--- config.mk ---
export PLATFORM = sky130hd
export DESIGN_NAME = hltp_ctrl_flat
export DESIGN_NICKNAME = d
export VERILOG_FILES = /design/src/rtl/hltp_pkg.sv /design/src/rtl/hltp_if.sv /design/src/rtl/hltp_ctrl.sv /design/src/flat_wrapper.sv
export SDC_FILE = /design/constraint.sdc
export NUM_CORES = 1
export LEC_CHECK = 0
export ABC_AREA = 1
export BUFFER_PORTS_ARGS = -buffer_cell sky130_fd_sc_hd__buf_2
export CORE_ASPECT_RATIO = 0.6
export CORE_UTILIZATION = 48
export DETAILED_ROUTE_END_ITERATION = 8
export PLACE_DENSITY_LB_ADDON = 0.15
export SETUP_SLACK_MARGIN = 0.4
export SLEW_MARGIN = 10
export SYNTH_ARGS = -nofsm -noshare
export SYNTH_HDL_FRONTEND = slang
export SYNTH_SLANG_ARGS = --single-unit
--- constraint.sdc ---
create_clock -name i_clk -period 4.95 [get_ports i_clk]
set_input_delay 0.99 -clock i_clk [delete_from_list [all_inputs] [get_ports i_clk]]
set_output_delay 0.99 -clock i_clk [all_outputs]
set_load 0.005 [all_outputs]
--- src/rtl/hltp_pkg.sv ---
// ----------------------------------------------------------------------------
// hltp_pkg: shared types and constants for the linear probing hash table
// slot count, probe limit, request and status codes, hash function
// ----------------------------------------------------------------------------
package hltp_pkg;

    localparam int CAPACITY    = 256;
    localparam int SLOT_BITS   = $clog2(CAPACITY);
    localparam int COUNT_BITS  = SLOT_BITS + 1;
    localparam int PROBE_LIMIT = CAPACITY / 2;
    localparam int KEY_BITS    = 32;
    localparam int VALUE_BITS  = 32;
    localparam logic [31:0] HASH_MUL = 32'h045d_9f3b;

    typedef logic [SLOT_BITS-1:0]  t_slot;
    typedef logic [COUNT_BITS-1:0] t_count;
    typedef logic [KEY_BITS-1:0]   t_key;
    typedef logic [VALUE_BITS-1:0] t_value;

    typedef enum logic [1:0] {
        REQ_FIND   = 2'd0,
        REQ_INSERT = 2'd1,
        REQ_REMOVE = 2'd2,
        REQ_NONE   = 2'd3
    } t_req;

    typedef enum logic [2:0] {
        ST_OK        = 3'd0,
        ST_NOT_FOUND = 3'd1,
        ST_PRESENT   = 3'd2,
        ST_FULL      = 3'd3,
        ST_INVALID   = 3'd4
    } t_status;

    // slot memory write port
    typedef struct packed {
        logic   en;
        t_slot  addr;
        t_key   key;
        t_value value;
    } t_slot_wr;

    function automatic logic [31:0] fold16(input logic [31:0] x);
        fold16 = x ^ {16'd0, x[31:16]};
    endfunction

endpackage

--- src/rtl/hltp_if.sv ---
// ----------------------------------------------------------------------------
// hltp_req_if / hltp_rsp_if: valid/ready channels of the hash table
// request carries type, key and value; response carries status, value, count
// ----------------------------------------------------------------------------
interface hltp_req_if;
    logic                 valid;
    logic                 ready;
    logic [1:0]           req_type;
    hltp_pkg::t_key       key;
    hltp_pkg::t_value     value_in;

    modport source (output valid, req_type, key, value_in, input ready);
    modport sink   (input valid, req_type, key, value_in, output ready);
endinterface

interface hltp_rsp_if;
    logic                      valid;
    logic                      ready;
    logic [2:0]                status;
    hltp_pkg::t_value          value_out;
    hltp_pkg::t_count          entry_count;

    modport source (output valid, status, value_out, entry_count, input ready);
    modport sink   (input valid, status, value_out, entry_count, output ready);
endinterface

--- src/rtl/hltp_ctrl.sv ---
// ----------------------------------------------------------------------------
// hltp_ctrl: request sequencer
// probes slots one at a time (read, then check), inserts, and backward-shifts on removal
// ----------------------------------------------------------------------------
module hltp_ctrl (
    input  logic                 i_clk,
    input  logic                 i_rst_n,
    hltp_req_if.sink             req,
    hltp_rsp_if.source           rsp,
    output logic                 o_hash_start,
    output hltp_pkg::t_key       o_hash_key,
    input  logic                 i_hash_done,
    input  hltp_pkg::t_slot      i_hash_slot,
    output hltp_pkg::t_slot_wr   o_wr,
    output hltp_pkg::t_slot      o_rd_addr,
    input  hltp_pkg::t_key       i_rd_key,
    input  hltp_pkg::t_value     i_rd_value
);
    typedef enum logic [7:0] {
        S_IDLE  = 8'b0000_0001,
        S_HASH  = 8'b0000_0010,
        S_RD    = 8'b0000_0100,
        S_CHK   = 8'b0000_1000,
        S_SRD   = 8'b0001_0000,
        S_SCHK  = 8'b0010_0000,
        S_SHASH = 8'b0100_0000,
        S_SMOVE = 8'b1000_0000
    } t_state;

    t_state              r_state, n_state;
    hltp_pkg::t_req      r_req, n_req;
    hltp_pkg::t_key      r_key, n_key;
    hltp_pkg::t_value    r_val, n_val;
    hltp_pkg::t_slot     r_idx, n_idx;
    hltp_pkg::t_slot     r_hole, n_hole;
    hltp_pkg::t_count    r_steps, n_steps;
    hltp_pkg::t_count    r_cnt, n_cnt;
    hltp_pkg::t_key      r_skey, n_skey;
    hltp_pkg::t_value    r_sval, n_sval;
    logic                r_ovld, n_ovld;
    logic [2:0]          r_ost, n_ost;
    hltp_pkg::t_value    r_oval, n_oval;

    hltp_pkg::t_slot     w_dhome, w_dhole;

    always_ff @(posedge i_clk) begin
        if (!i_rst_n) begin
            r_state <= S_IDLE;
            r_cnt   <= '0;
            r_ovld  <= 1'b0;
        end else begin
            r_state <= n_state;
            r_cnt   <= n_cnt;
            r_ovld  <= n_ovld;
        end
    end

    always_ff @(posedge i_clk) begin
        r_req   <= n_req;
        r_key   <= n_key;
        r_val   <= n_val;
        r_idx   <= n_idx;
        r_hole  <= n_hole;
        r_steps <= n_steps;
        r_skey  <= n_skey;
        r_sval  <= n_sval;
        r_ost   <= n_ost;
        r_oval  <= n_oval;
    end

    assign req.ready       = (r_state == S_IDLE) && !r_ovld;
    assign rsp.valid       = r_ovld;
    assign rsp.status      = r_ost;
    assign rsp.value_out   = r_oval;
    assign rsp.entry_count = r_cnt;
    assign o_rd_addr       = r_idx;
    assign o_hash_key      = (r_state == S_IDLE) ? req.key : r_skey;

    assign w_dhome = r_idx - i_hash_slot;
    assign w_dhole = r_idx - r_hole;

    always_comb begin
        n_state = r_state;
        n_req = r_req; n_key = r_key; n_val = r_val; n_idx = r_idx;
        n_hole = r_hole; n_steps = r_steps; n_cnt = r_cnt;
        n_skey = r_skey; n_sval = r_sval;
        n_ovld = r_ovld; n_ost = r_ost; n_oval = r_oval;
        o_hash_start = 1'b0;
        o_wr = '0;
        if (rsp.valid && rsp.ready) n_ovld = 1'b0;

        case (r_state)
            S_IDLE: begin
                if (req.valid && req.ready) begin
                    n_req = hltp_pkg::t_req'(req.req_type);
                    n_key = req.key;
                    n_val = req.value_in;
                    n_steps = '0;
                    n_ost = hltp_pkg::ST_NOT_FOUND;
                    n_oval = '0;
                    if (req.key == '0) begin
                        n_ost = hltp_pkg::ST_INVALID;
                        n_ovld = 1'b1;
                    end else if (hltp_pkg::t_req'(req.req_type) == hltp_pkg::REQ_NONE) begin
                        n_ovld = 1'b1;
                    end else begin
                        o_hash_start = 1'b1;
                        n_state = S_HASH;
                    end
                end
            end
            S_HASH: begin
                if (i_hash_done) begin
                    n_idx = i_hash_slot;
                    n_state = S_RD;
                end
            end
            S_RD: n_state = S_CHK;
            S_CHK: begin
                n_state = S_IDLE;
                if (i_rd_key == '0) begin
                    if (r_req == hltp_pkg::REQ_INSERT) begin
                        o_wr = '{en: 1'b1, addr: r_idx, key: r_key, value: r_val};
                        n_cnt = r_cnt + 1'b1;
                        n_ost = hltp_pkg::ST_OK;
                        n_oval = r_val;
                    end
                    n_ovld = 1'b1;
                end else if (i_rd_key == r_key) begin
                    if (r_req == hltp_pkg::REQ_FIND) begin
                        n_ost = hltp_pkg::ST_OK;
                        n_oval = i_rd_value;
                        n_ovld = 1'b1;
                    end else if (r_req == hltp_pkg::REQ_INSERT) begin
                        n_ost = hltp_pkg::ST_PRESENT;
                        n_ovld = 1'b1;
                    end else begin
                        // remove: clear and start backward shift
                        o_wr = '{en: 1'b1, addr: r_idx, key: '0, value: '0};
                        n_cnt = r_cnt - 1'b1;
                        n_ost = hltp_pkg::ST_OK;
                        n_hole = r_idx;
                        n_idx = r_idx + 1'b1;
                        n_steps = hltp_pkg::t_count'(1);
                        n_state = S_SRD;
                    end
                end else if (r_steps == hltp_pkg::t_count'(hltp_pkg::PROBE_LIMIT - 1)) begin
                    if (r_req == hltp_pkg::REQ_INSERT) n_ost = hltp_pkg::ST_FULL;
                    n_ovld = 1'b1;
                end else begin
                    n_steps = r_steps + 1'b1;
                    n_idx = r_idx + 1'b1;
                    n_state = S_RD;
                end
            end
            S_SRD: n_state = S_SCHK;
            S_SCHK: begin
                if (i_rd_key == '0) begin
                    n_ovld = 1'b1;
                    n_state = S_IDLE;
                end else begin
                    n_skey = i_rd_key;
                    n_sval = i_rd_value;
                    n_state = S_SHASH;
                end
            end
            S_SHASH: begin
                o_hash_start = 1'b1;
                n_state = S_SMOVE;
            end
            S_SMOVE: begin
                if (i_hash_done) begin
                    if (w_dhome >= w_dhole) begin
                        o_wr = '{en: 1'b1, addr: r_hole, key: r_skey, value: r_sval};
                        n_hole = r_idx;
                    end
                    n_state = S_HASH;
                    if (r_steps == hltp_pkg::t_count'(hltp_pkg::CAPACITY - 1)) begin
                        n_ovld = 1'b1;
                        n_state = S_IDLE;
                    end else begin
                        n_steps = r_steps + 1'b1;
                        n_idx = r_idx + 1'b1;
                        n_state = S_SRD;
                    end
                end
            end
            default: n_state = S_IDLE;
        endcase

        // the vacated slot of a moved entry is cleared by hltp_mover with a second write
    end
endmodule

--- src/flat_wrapper.sv ---
// flat-port wrapper written by rule: the top's interface ports become plain ports
module hltp_ctrl_flat 
  (i_clk, i_rst_n, o_hash_start, o_hash_key, i_hash_done, i_hash_slot, o_wr, o_rd_addr, i_rd_key, i_rd_value, req_valid, req_req_type, req_key, req_value_in, req_ready, rsp_valid, rsp_status, rsp_value_out, rsp_entry_count, rsp_ready);
  hltp_req_if req_i ();
  hltp_rsp_if rsp_i ();
  input  logic i_clk;
  input  logic i_rst_n;
  output logic o_hash_start;
  output hltp_pkg::t_key o_hash_key;
  input  logic i_hash_done;
  input  hltp_pkg::t_slot i_hash_slot;
  output hltp_pkg::t_slot_wr o_wr;
  output hltp_pkg::t_slot o_rd_addr;
  input  hltp_pkg::t_key i_rd_key;
  input  hltp_pkg::t_value i_rd_value;
  input wire logic [$bits(req_i.valid)-1:0] req_valid;
  input wire logic [$bits(req_i.req_type)-1:0] req_req_type;
  input wire logic [$bits(req_i.key)-1:0] req_key;
  input wire logic [$bits(req_i.value_in)-1:0] req_value_in;
  output wire logic [$bits(req_i.ready)-1:0] req_ready;
  output wire logic [$bits(rsp_i.valid)-1:0] rsp_valid;
  output wire logic [$bits(rsp_i.status)-1:0] rsp_status;
  output wire logic [$bits(rsp_i.value_out)-1:0] rsp_value_out;
  output wire logic [$bits(rsp_i.entry_count)-1:0] rsp_entry_count;
  input wire logic [$bits(rsp_i.ready)-1:0] rsp_ready;
  assign req_i.valid = req_valid;
  assign req_i.req_type = req_req_type;
  assign req_i.key = req_key;
  assign req_i.value_in = req_value_in;
  assign req_ready = req_i.ready;
  assign rsp_valid = rsp_i.valid;
  assign rsp_status = rsp_i.status;
  assign rsp_value_out = rsp_i.value_out;
  assign rsp_entry_count = rsp_i.entry_count;
  assign rsp_i.ready = rsp_ready;
  hltp_ctrl u_core (.i_clk(i_clk), .i_rst_n(i_rst_n), .req(req_i), .rsp(rsp_i), .o_hash_start(o_hash_start), .o_hash_key(o_hash_key), .i_hash_done(i_hash_done), .i_hash_slot(i_hash_slot), .o_wr(o_wr), .o_rd_addr(o_rd_addr), .i_rd_key(i_rd_key), .i_rd_value(i_rd_value));
endmodule
; ---- Yosys cells after proc, flatten, opt, wreduce, memory -nomap -nowiden
; Index checks and enable logic that the tools add are counted.
[op_classes]
order_cmp = 1
n_mux = 85
n_reduce_logical = 21
add_sub_neg = 6
bitwise_logic = 1
n_eq_ne = 35
[ops]
columns = operator, count
row1 = $mux W73, 7
row2 = $mux W32, 6
row3 = $mux W8, 22
row4 = $pmux W73 S2, 1
row5 = $mux W9, 13
row6 = $logic_not A32 Y1, 2
row7 = $pmux W32 S2, 1
row8 = $pmux W8 S8, 1
row9 = $eq A32 B32 Y1, 1
row10 = $mux W3, 9
row11 = $pmux W9 S3, 1
row12 = $pmux W8 S3, 1
row13 = $ne A2 B2 Y1 const B, 10
row14 = $reduce_and A5 Y1, 4
row15 = $add A9 B1 Y9 const B, 2
row16 = $pmux W8 S2, 1
row17 = $reduce_and A8 Y1, 2
row18 = $sub A8 B8 Y8, 2
row19 = $mux W1, 15
row20 = $mux W5, 2
row21 = $eq A9 B7 Y1 const B, 1
row22 = $eq A9 B8 Y1 const B, 1
row23 = $ne A3 B1 Y1 const B, 3
row24 = $ne A3 B3 Y1 const B, 3
row25 = other kinds (29), 38
[word_totals]
out_inout_bits = 160
reg_bits = 208
elab_cells = 162

; ---- Logic depth before layout (Yosys ltp)
; Gate-level depths: netlist of run 1.
[logic_depth]
word_depth = 7
mapped_depth = 23

; ---- Worst setup path before layout of run 1
; OpenSTA, ideal clock, no wires.
[synth_path]
path_kind = input -> register
from = input port i_rd_key[23]
to = register u_core.r_skey[0] (enable)
path_slack_ns = 0.100
arrival_time_ns = 4.364
n_path_buf = 2
cell_stages = 8
t_required_ns = 4.463
cell_sequence = nor2_1 -> nand2_1 -> nor2_1 -> nand2_1 -> nor2_4 -> clkbuf_1 -> clkbuf_1 -> nor2_1
[synth_between]
elab_chain_len = 3
[synth_rtl]
columns = element, line_no
row1 = start: declaration, flat_wrapper.sv:14  ; input hltp_pkg::t_key i_rd_key;
row2 = $logic_not A32 Y1, hltp_ctrl.sv:158  ; if (i_rd_key == '0) begin
row3 = $not A1 Y1 (no source line), -
row4 = $reduce_and A2 Y1 (no source line), -
row5 = end signal: assignment, hltp_ctrl.sv:65  ; r_skey <= n_skey;
row6 = end: declaration, hltp_ctrl.sv:38  ; hltp_pkg::t_key r_skey, n_skey;
; No other way between the ends.
; A chain may end at the register's enable or synchronous reset.

==> reports/qor.yml, run 1 <==
synth_top_family_by_area: "simple AND/OR/NAND/NOR gates"
outcome: "finished clean"
setup_viol: 0
cts_hold_buf: 0
drt-total-wl_mm: 34.90
ios: 303
synth_seq_cells: 208
rr_worst_depth: 19
wl_per_cell_um: 19.27
holdWs_ns: 0.5221
synth_area_per_cell_um2: 9.166
post_drt_via_cell_ratio: 5.355
path_clk_slew_ns: 0.06
cts_inserted_buffers: 21
synth_fa_ha_area_share_pct: 4.286
tightest_slew_ns: 0.9092
whs_path_depth: 2
ys_types: 40
num-fill-cells: 1773
async_reset_ff_share_pct: 0
required_ns: 3.96
yosysWarnings: 0
endpoint_kind: "output pin"
yosysTopAreaCell: "edfxtp_1"
grt_pass1_vias: 9131
io_buffers: 302
root_buffer: "clkbuf_16"
place_hpwl_mm: 23.89
core_area_um2: 21490
synthFlopType: "edfxtp_1"
synth_edf_count: 190
drt-initial-drc-count: 895
synthCells: 1172
powerDensity_nw_per_um2: 383.5
synth-simple-area-share_pct: 19.60
ant_nets: 0
finalHoldViolCount: 0
maxCapViolations: 0
gp_congestion: 0.8869
synth_top_area_share_pct: 53.11
timing.final.crit_share_pct: 97.19
vdd_drop_max_v: 0.0004191
criticalPathCategory: "flip-flop to output pin"
fmaxAchievable_mhz: 207.9
fin_cells: 1811
yosysSeqAreaShare_pct: 56.46
die_area_um2: 23000
num_vias: 9697
cts_tree: "yes"
rsz0062_at_grt: "true"
synth_top_cells_by_area: "edfxtp_1 53%, nand2_1 12%, o21ai_0 6.7%, inv_1 5.5%, ha_1 3.7%"
start_util_pct: 49.98
p_leak_uw: 0.006319
period_needed_ns: 4.811
worstPathMaxFanout: 6
hold_class: "flip-flop to flip-flop"
htreeDepth: 1
netlist_top_cells_count: "331 x nand2_1, 190 x edfxtp_1, 156 x inv_1"
synth_compound_area_share_pct: 9.562
area_growth_pct: 31.70
relSlewSlack_pct: 39.39
grt_usage_pct: 29.82
antenna_found_initial: 4
layout.nets: 1691
grt_pass1_wl_mm: 52.51
syn-cell-area_um2: 10740
critPathArrivalTime_ns: 3.82
synthMuxAreaShare_pct: 0
die_y_um: 117.9
clk_latency_ns: 0.51
overflow: 0
cts_sinks: 208
grt_start_max_net_pins: 70
num_rows: 41
drc: 0
synth_fp_nets: 1350
placed_cells: 1735
skew_ns: 0.01868
drive_above_1_share_pct: 31.24
slew_viol_final: 0
firstDrtPassIters: 5
cts_buffer_depth: 3
crit_path_start_kind: "flip-flop"
yosysMostFrequentCell: "nand2_1"
synth_xor_area_share_pct: 3.017
die_w_um: 195.1
## per-layer routing
layer / part of all wire [%] / wire [um] / GRT usage [%] / up-vias
li1: - / - / - / 4585
met1: 45 / 15710 / 44.77 / 4550
met2: 42 / 14610 / 43.68 / 502
met3: 11 / 3794 / 6.619 / 56
met4: 2.2 / 757 / 6.791 / 4
met5: 0.060 / 21 / 0 / -
## cell families (layout without fill, tap and decap cells)
kind of cell / Yosys count / in the layout
XOR/XNOR: 37 / 37
buffers and inverters: 195 / 550
AO/OA/AOI/OAI: 193 / 193
flip-flops: 208 / 208
adder cells (fa/ha/maj): 35 / 35
AND/OR/NAND/NOR: 504 / 504
other: 0 / 5
## placed cells by master, fill, tap and decap left out, types with 3 or more instances in the layout
master,synthesis,layout
buf_16,0,7
nand3_1,30,29
clkinv_1,0,4
buf_2,4,299
nor3b_1,4,4
clkbuf_1,27,4
ha_1,32,28
dfxtp_1,18,18
clkbuf_16,0,21
o21ai_1,0,12
xnor2_1,22,21
ha_4,0,3
nand2_1,331,297
clkbuf_8,0,3
nor3_1,5,5
edfxtp_1,190,190
o21ai_0,144,119
diode_2,0,5
nor2_2,3,3
inv_2,2,3
a21oi_1,29,22
xor2_1,15,14
buf_4,0,31
nand4_1,22,22
inv_1,156,152
buf_12,0,11
o21ai_2,8,21
nand2_4,0,11
nor2_1,95,93
nand2_2,2,25
o211ai_1,5,5
nor2_4,1,3
buf_6,3,7
a21oi_2,0,5
## layout make-up
| class | instances | area (um^2) | area share [%] |
|---|---|---|---|
| clock inverter | 9 | 73.82 | 0.5218 |
| inverter | 158 | 601.8 | 4.254 |
| sequential | 208 | 6066 | 42.87 |
| clock buffer | 28 | 581.8 | 4.112 |
| antenna | 5 | 12.51 | 0.08843 |
| timing repair buffer | 355 | 2221 | 15.70 |
| multi-input combinational | 769 | 4243 | 29.99 |
| tap | 279 | 349.1 | 2.467 |
## state kept, by name, indices dropped and copies added (netlist names)
register                cells
u_core.rsp.entry_count      9
u_core.r_val               32
u_core.r_key               32
u_core.rsp.status           3
u_core.r_state              8
u_core.o_rd_addr            8
u_core.r_hole               8
u_core.r_req                2
u_core.rsp.valid            1
u_core.r_sval              32
u_core.rsp.value_out       32
u_core.r_steps              9
u_core.r_skey              32
## worst paths after layout
path	from	to	slack, ns
max	u_core.o_rd_addr[0]$_DFFE_PP_	o_wr[16]	0.14
max reg2reg	u_core.o_rd_addr[0]$_DFFE_PP_	u_core.r_hole[1]$_DFFE_PP_	1.59
min reg2reg	u_core.r_state[4]$_SDFFE_PN0P_	u_core.r_state[5]$_SDFFE_PN0P_	0.52
min	u_core.r_state[4]$_SDFFE_PN0P_	u_core.r_state[5]$_SDFFE_PN0P_	0.52
## timing repair
item,in CTS,in global routing
pin swaps,13,4
buffers inserted,25,2
cloned,7,0
resized for setup,118,7
setup endpoints to repair,73,73
## critical path, stage by stage, from the launching register on
cell and delay [ns]:
edfxtp_1 0.41, inv_2 0.09, ha_1 0.14, inv_1 0.07, fa_2 0.36, nand3_1 0.09, and2_4 0.16, nor2_1 0.04
o21ai_0 0.17, nand2_1 0.12, xnor2_2 0.15, ha_1 0.33, nand2_4 0.09, nor2_4 0.03, nand2_1 0.07, o2111ai_2 0.13
nand2_2 0.13, inv_6 0.06, buf_12 0.13, buf_12 0.12, buf_16 0.14, nand2_1 0.08, o21ai_2 0.08, buf_2 0.14
## stage by stage
step	total power, uW	instance area, um^2	util [%]	worst slack [ns]	setup TNS [ns]
global route	5695	14140	65.78	-0.04283	-0.4700
global placement	3793	12650	58.83	0.06254	0
finish	5425	14150	65.82	0.1392	0
floorplan	3187	10750	-	0.4115	0
detailed placement	3807	12650	58.83	-0.02823	-0.09742
CTS	5423	14100	65.59	0.2097	0
## where the power goes
group / switching, uW / internal, uW / total (uW)
clock network: 686 / 879 / 1570
registers: 125 / 2310 / 2430
logic: 931 / 497 / 1430
Power figures use the tool's default switching activity.
==> run 2, diff against run 1 <==
--- a/config.mk
+++ b/config.mk
@@ -9,6 +9,7 @@
 export BUFFER_PORTS_ARGS = -buffer_cell sky130_fd_sc_hd__buf_2
 export CORE_ASPECT_RATIO = 0.6
 export CORE_UTILIZATION = 48
+export CTS_BUF_LIST = sky130_fd_sc_hd__clkbuf_16
 export DETAILED_ROUTE_END_ITERATION = 8
 export PLACE_DENSITY_LB_ADDON = 0.15
 export SETUP_SLACK_MARGIN = 0.4
==> constraint.sdc (replaced) <==
create_clock -name i_clk -period 4.95 [get_ports i_clk]
set_input_delay 0.99 -clock i_clk [delete_from_list [all_inputs] [get_ports i_clk]]
set_output_delay 0.99 -clock i_clk [all_outputs]
set_load 0.1 [all_outputs]
==> run 2 against run 1 <==
Effect of this change: the flow now finishes with violations (negative setup slack); clock skew increased by 0.0015 ns; global-route usage is 1.9 points higher; clock-buffer cell count decreased by 7; sequential share of layout area decreased by 5.8 points; register-to-register slack lost 0.18 ns; sequential cell count did not move; via count is 3.2% higher; core utilization grew 10 points.
==> reports/qor.yml, run 2 (synthesis results as in run 1) <==
r2r_start: "u_core.r_state[6]$_SDFFE_PN0P_"
hold_class: "flip-flop to flip-flop"
drt-total-wl_mm: 37.26  # +6.8%
drt-initial-drc-count: 797  # -11%
rr_worst_depth: 10  # -9
max_stage_delay_ns: 0.36  # -0.05 ns
final_core_util_pct: 76.20  # +10 points
path_clk_slew_ns: 0.06  # about the same
grt_start_max_net_pins: 70  # unchanged
clk_latency_ns: 0.51  # about the same
cpMaxStageDelayCell: "ha_1"
reg2reg_to: "u_core.o_rd_addr[1]$_DFFE_PP_"
path_buf_inv: 7  # unchanged
die_w_um: 195.1  # unchanged
cts_tree: "yes"
path_depth: 22  # -4.3%
p_leak_uw: 0.006850  # +8.4%
criticalPathCategory: "input pin to output pin"
global_route.usage.met3_pct: 8.711  # +2.1 points
cts_inserted_buffers: 21  # unchanged
final_common_cell: "nand2_1"
timing.final.crit_share_pct: 101.7  # +4.5 points
firstDrtPassIters: 5  # unchanged
grtUsageMet2_pct: 46.29  # +2.6 points
crit_chain: "buf_2, inv_1, ha_1, a21oi_1, o21ai_4, nand2_1, nand2_1, a21oi_1, xnor2_1, ha_1, nand2_4, nor2_4, nand4_1, o2111ai_2, nand2_2, inv_4, buf_4, buf_12, buf_16, nand2_4, nand2_8, buf_12"
root_buffer: "clkbuf_16"
crit_path_start_kind: "input pin"
antenna_found_initial: 6  # +2
start_util_pct: 49.98  # unchanged
ant_nets: 0  # unchanged
cts_sinks: 208  # unchanged
endpoint_kind: "output pin"
place_hpwl_mm: 25.38  # +6.2%
fin_tns_setup_ns: -2.878  # -2.878 ns
grt_pass1_vias: 9274  # +1.6%
layout.nets: 1693  # +0.12%
setup_viol: 57  # +57
overflow: 0  # unchanged
cts_buffer_depth: 3  # unchanged
gp_congestion: 0.9084  # +2.4%
design_area_um2: 16380  # +16%
post_drt_via_cell_ratio: 5.524  # +3.2%
grt_most_used_layer: "met1"
critical_path.top_delay_family: "buffers and inverters"
grt.met1_usage_pct: 46.66  # +1.9 points
finalHoldViolCount: 0  # unchanged
relSlewSlack_pct: 38.42  # -0.97 points
drc: 0  # unchanged
fmaxAchievable_mhz: 198.7  # -4.4%
setup_ws_ns: -0.08258  # -0.2218 ns
violations: "negative setup slack"
vdd_drop_max_v: 0.0004381  # +4.5%
wl_per_cell_um: 20.56  # +6.7%
rsz0062_at_grt: "true"
grt_usage_pct: 31.74  # +1.9 points
period_needed_ns: 5.033  # +0.2218 ns
maxCapViolations: 0  # unchanged
place_ws_ns: -0.07176  # -0.04354 ns
cts_hold_buf: 0  # unchanged
die_y_um: 117.9  # unchanged
startpoint: "i_hash_slot[3]"
outcome: "finished, violations left"
worstPathMaxFanout: 5  # -1
htreeDepth: 1  # unchanged
slew_viol_final: 0  # unchanged
core_area_um2: 21490  # unchanged
required_ns: 3.96  # about the same
num_rows: 41  # unchanged
drive_above_1_share_pct: 37.87  # +6.6 points
tightest_slew_ns: 0.9203  # +0.01114 ns
area_growth_pct: 52.46
skew_ns: 0.02015  # +0.001472 ns
dpl-instance-area_um2: 14670  # +16%
ios: 303  # unchanged
die_area_um2: 23000  # unchanged
io_buffers: 302  # unchanged
grt_pass1_wl_mm: 54.99  # +4.7%
crit_end: "o_wr[58]"
num_vias: 10009  # +3.2%
final_cell_mix: "250 x nand2_1, 228 x buf_2, 190 x edfxtp_1"
powerDensity_nw_per_um2: 444.5  # +16%
critPathArrivalTime_ns: 4.04  # +0.22 ns
ff2ff_setup_slack_ns: 1.41  # -0.18 ns
holdWs_ns: 0.5249  # +0.002832 ns
==> run 2: cell types whose count changed in the layout (fill, tap and decap cells not counted), sizes merged <==
| cell | delta |
|---|---|
| clkinvlp | +1 |
| bufinv | -1 |
| clkbuf | -5 |
| diode | -1 |
| clkinv | +3 |
| inv | +4 |
==> run 2: per-layer routing <==
metal | wire length (um) | up-vias
li1 | - | 4600
met1 | 16000 | 4712
met2 | 15590 | 619
met3 | 4664 | 74
met4 | 974 | 4
met5 | 27 | -
==> run 2: worst register-to-register path, cell delays in order, from the launching register on <==
cell	delay, ns
dfxtp_1	0.38
nor2_2	0.07
nand2_2	0.15
nor2_8	0.08
inv_2	0.58
nor2_1	0.21
inv_4	0.51
o21ai_0	0.23
inv_1	0.12
o211ai_1	0.09
nor2_1	0.72
==> run 2: worst min path at each step <==
stage	start	to	depth (start not counted)
finish	u_core.r_state[4]$_SDFFE_PN0P_	u_core.r_state[5]$_SDFFE_PN0P_	2
detailed placement	u_core.r_state[4]$_SDFFE_PN0P_	u_core.r_state[5]$_SDFFE_PN0P_	2
CTS	u_core.r_state[4]$_SDFFE_PN0P_	u_core.r_state[5]$_SDFFE_PN0P_	2
global route	u_core.rsp.entry_count[8]$_SDFFE_PN0P_	u_core.rsp.entry_count[8]$_SDFFE_PN0P_	3
floorplan	u_core.r_state[4]$_SDFFE_PN0P_	u_core.r_state[5]$_SDFFE_PN0P_	2
global placement	u_core.r_state[1]$_SDFFE_PN0P_	u_core.r_state[1]$_SDFFE_PN0P_	2
==> run 2: per-stage QoR <==
step	instances	power (uW)
6_report	1812	7281
4_1_cts	1799	7242
3_5_place_dp	1732	5755
5_1_grt	1811	7520
2_1_floorplan	1172	5106
3_3_place_gp	1732	5727
==> run 2: repair_timing <==
| item | 4_1_cts | 5_1_grt |
|---|---|---|
| gates resized for setup | 82 | 62 |
| buffers inserted | 20 | 7 |
| pin swaps | 3 | 14 |
| setup endpoints to repair | 73 | 73 |
| gates cloned | 10 | 2 |
==> run 2: cell type report <==
cell class / instances / area (um^2)
Multi-Input combinational cell: 769 / 5388
Tap cell: 279 / 349.1
Clock buffer: 21 / 525.5
Antenna cell: 4 / 10.01
Sequential cell: 208 / 6066
Fill cell: 1419 / 5116
Timing Repair Buffer: 357 / 3359
Inverter: 158 / 604.3
Clock inverter: 16 / 76.32
==> run 2: report_power, final <==
group | internal (uW) | switching (uW) | total, uW
registers | 2310 | 130 | 2440
logic | 500 | 2880 | 3380
clock network | 774 | 689 | 1460
==> run 3, diff against run 2 <==
--- a/config.mk
+++ b/config.mk
@@ -11,7 +11,7 @@
 export CORE_UTILIZATION = 48
 export CTS_BUF_LIST = sky130_fd_sc_hd__clkbuf_16
 export DETAILED_ROUTE_END_ITERATION = 8
-export PLACE_DENSITY_LB_ADDON = 0.15
+export PLACE_DENSITY = 0.85
 export SETUP_SLACK_MARGIN = 0.4
 export SLEW_MARGIN = 10
 export SYNTH_ARGS = -nofsm -noshare
==> run 3 against run 2 <==
Effect of this change: the flow still finishes with violations (negative setup slack); combinational power up 1%; register-to-register slack lost 0.10 ns; via count is 1.8% higher; first-iteration DRC count increased by 30%; clock power is 5% higher; die area is the same; global-route usage hardly changed; clock-buffer cell count unchanged; critical endpoint is now o_wr[47]; largest power group unchanged; highest routed layer unchanged.
==> reports/qor.yml, run 3 (synthesis results as in run 1) <==
cts_buffer_depth: 3  # unchanged
hold_class: "flip-flop to flip-flop"
crit_top_cell: "nand2_1"
critical_path.top_delay_family: "buffers and inverters"
p_leak_uw: 0.006770  # -1.2%
critPathArrivalTime_ns: 4.00  # -0.04 ns
wl_per_cell_um: 21.18  # +3.0%
drive_above_1_share_pct: 36.08  # -1.8 points
startpoint: "i_hash_slot[2]"
start_util_pct: 49.98  # unchanged
ant_nets: 0  # unchanged
setup_viol: 22  # -61%
reg2reg_to: "u_core.r_hole[5]$_DFFE_PP_"
finalHoldViolCount: 0  # unchanged
maxCapViolations: 0  # unchanged
die_w_um: 195.1  # unchanged
finalPower_uw: 7387  # +1.5%
clk_latency_ns: 0.50  # about the same
cts_sinks: 208  # unchanged
holdWs_ns: 0.5250  # +0.00005300 ns
gp_congestion: 0.9380  # +3.3%
place_ws_ns: -0.06183  # +0.009935 ns
drt-initial-drc-count: 1034  # +30%
relSlewSlack_pct: 29.64  # -8.8 points
skew_ns: 0.02135  # +0.001202 ns
firstDrtPassIters: 8  # +3
cts_hold_buf: 0  # unchanged
overflow: 0  # unchanged
htreeDepth: 1  # unchanged
powerDensity_nw_per_um2: 455.9  # +2.6%
grt_pass1_vias: 9952  # +7.3%
cts_tree: "yes"
drt-total-wl_mm: 38.10  # +2.3%
die_area_um2: 23000  # unchanged
cts_inserted_buffers: 21  # unchanged
vdd_drop_max_v: 0.0006996  # +60%
fin_cells: 1799  # -0.72%
path_depth: 27  # +23%
rr_worst_depth: 22  # +12
final_cell_mix: "270 x nand2_1, 227 x buf_2, 190 x edfxtp_1"
fmaxAchievable_mhz: 200.5  # +0.90%
cpMaxStageDelayCell: "ha_4"
rsz0062_at_grt: "true"
slew_viol_final: 0  # unchanged
r2r_start: "u_core.o_rd_addr[2]$_DFFE_PP_"
core_area_um2: 21490  # unchanged
violations: "negative setup slack"
path_buf_inv: 8  # +1
crit_end: "o_wr[47]"
layout.nets: 1684  # -0.53%
area_growth_pct: 50.84
post_drt_via_cell_ratio: 5.663  # +2.5%
num_vias: 10188  # +1.8%
num-fill-cells: 1331  # -6.2%
io_buffers: 302  # unchanged
ff2ff_setup_slack_ns: 1.31  # -0.10 ns
crit_path_start_kind: "input pin"
root_buffer: "clkbuf_16"
fin_tns_setup_ns: -0.4101  # +2.468 ns
period_needed_ns: 4.988  # -0.04464 ns
setup_ws_ns: -0.03793  # +0.04464 ns
die_y_um: 117.9  # unchanged
ios: 303  # unchanged
antenna_found_initial: 2  # -4
worstPathMaxFanout: 8  # +3
grt_start_max_net_pins: 69  # -1.4%
path_clk_slew_ns: 0.06  # about the same
endpoint_kind: "output pin"
place_hpwl_mm: 26.22  # +3.3%
tightest_slew_ns: 1.055  # +0.1351 ns
required_ns: 3.96  # about the same
criticalPathCategory: "input pin to output pin"
outcome: "finished, violations left"
num_rows: 41  # unchanged
final_common_cell: "nand2_1"
max_stage_delay_ns: 0.29  # -0.07 ns
placed_cells: 1733  # +0.058%
drc: 0  # unchanged
grt_pass1_wl_mm: 55.64  # +1.2%
timing.final.crit_share_pct: 100.8  # -0.90 points
grt_usage_pct: 31.77  # +0.037 points
-- run 3: cell types whose count changed in the layout (fill, tap and decap cells not counted), sizes merged --
cell    delta
buf        -8
clkinv     -5
diode      -3
bufinv     +2
inv        +2
clkbuf     -1
-- run 3: worst min-delay path by stage --
stage,end,from,slack (ns),depth (start not counted)
after floorplan,u_core.r_state[5]$_SDFFE_PN0P_,u_core.r_state[4]$_SDFFE_PN0P_,0.48,2
after detailed placement,u_core.r_state[5]$_SDFFE_PN0P_,u_core.r_state[4]$_SDFFE_PN0P_,0.52,2
after CTS,u_core.r_state[5]$_SDFFE_PN0P_,u_core.r_state[4]$_SDFFE_PN0P_,0.53,2
final,u_core.r_state[5]$_SDFFE_PN0P_,u_core.r_state[4]$_SDFFE_PN0P_,0.53,2
after global placement,u_core.r_state[5]$_SDFFE_PN0P_,u_core.r_state[4]$_SDFFE_PN0P_,0.50,2
after global routing,u_core.r_state[5]$_SDFFE_PN0P_,u_core.r_state[4]$_SDFFE_PN0P_,0.55,2
-- run 3: cell type report --
| type | instances | area [um^2] | area share (%) |
|---|---|---|---|
| tap | 279 | 349.1 | 2.154 |
| multi-input combinational | 769 | 5378 | 33.19 |
| clock inverter | 15 | 110.1 | 0.6795 |
| sequential | 208 | 6066 | 37.43 |
| clock buffer | 21 | 525.5 | 3.243 |
| antenna | 1 | 2.502 | 0.01544 |
| timing repair buffer | 348 | 3171 | 19.57 |
| inverter | 158 | 603.1 | 3.722 |
-- run 3: through the flow --
stage / instance area, um^2 / utilization [%]
finish: 16200 / 75.39
floorplan: 11750 / -
CTS: 15970 / 74.30
global route: 16200 / 75.39
global placement: 14700 / 68.37
detailed placement: 14700 / 68.37
-- run 3: report_power, final --
group,switching (uW),leakage [uW],total (uW),internal (uW)
sequential,130,0.00192,2440,2310
combinational,2900,0.00451,3420,517
clock,660,0.000344,1530,869
-- run 3: worst reg2reg max path, cell delays in order (launching register included) --
cell	delay (ns)
edfxtp_1	0.51
ha_4	0.32
a21oi_2	0.15
o21ai_2	0.08
nand2_1	0.08
nand2_1	0.06
nand2_1	0.08
nand2_2	0.06
a21o_1	0.16
a21oi_2	0.14
inv_1	0.06
nand2_1	0.07
nand2_2	0.06
ha_4	0.29
nand2_4	0.06
nor2_4	0.09
nand4_1	0.10
o2111ai_2	0.09
buf_4	0.15
buf_4	0.10
nor2_1	0.06
nor4b_1	0.28
buf_4	0.27
-- run 3: per-layer routing --
metal / global-route usage (%) / part of all wire (%) / vias up
met2: 48.82 / 45 / 689
met5: 0 / 0.021 / -
met1: 42.82 / 40 / 4821
met3: 8.510 / 12 / 113
li1: - / - / 4563
met4: 12.40 / 3.7 / 2
-- run 3: repair_timing --
action | CTS | global route
gates resized for setup | 91 | 33
buffers inserted | 15 | 9
endpoints found under the setup margin | 72 | 73
pin swaps | 28 | 31
gates cloned | 4 | 1
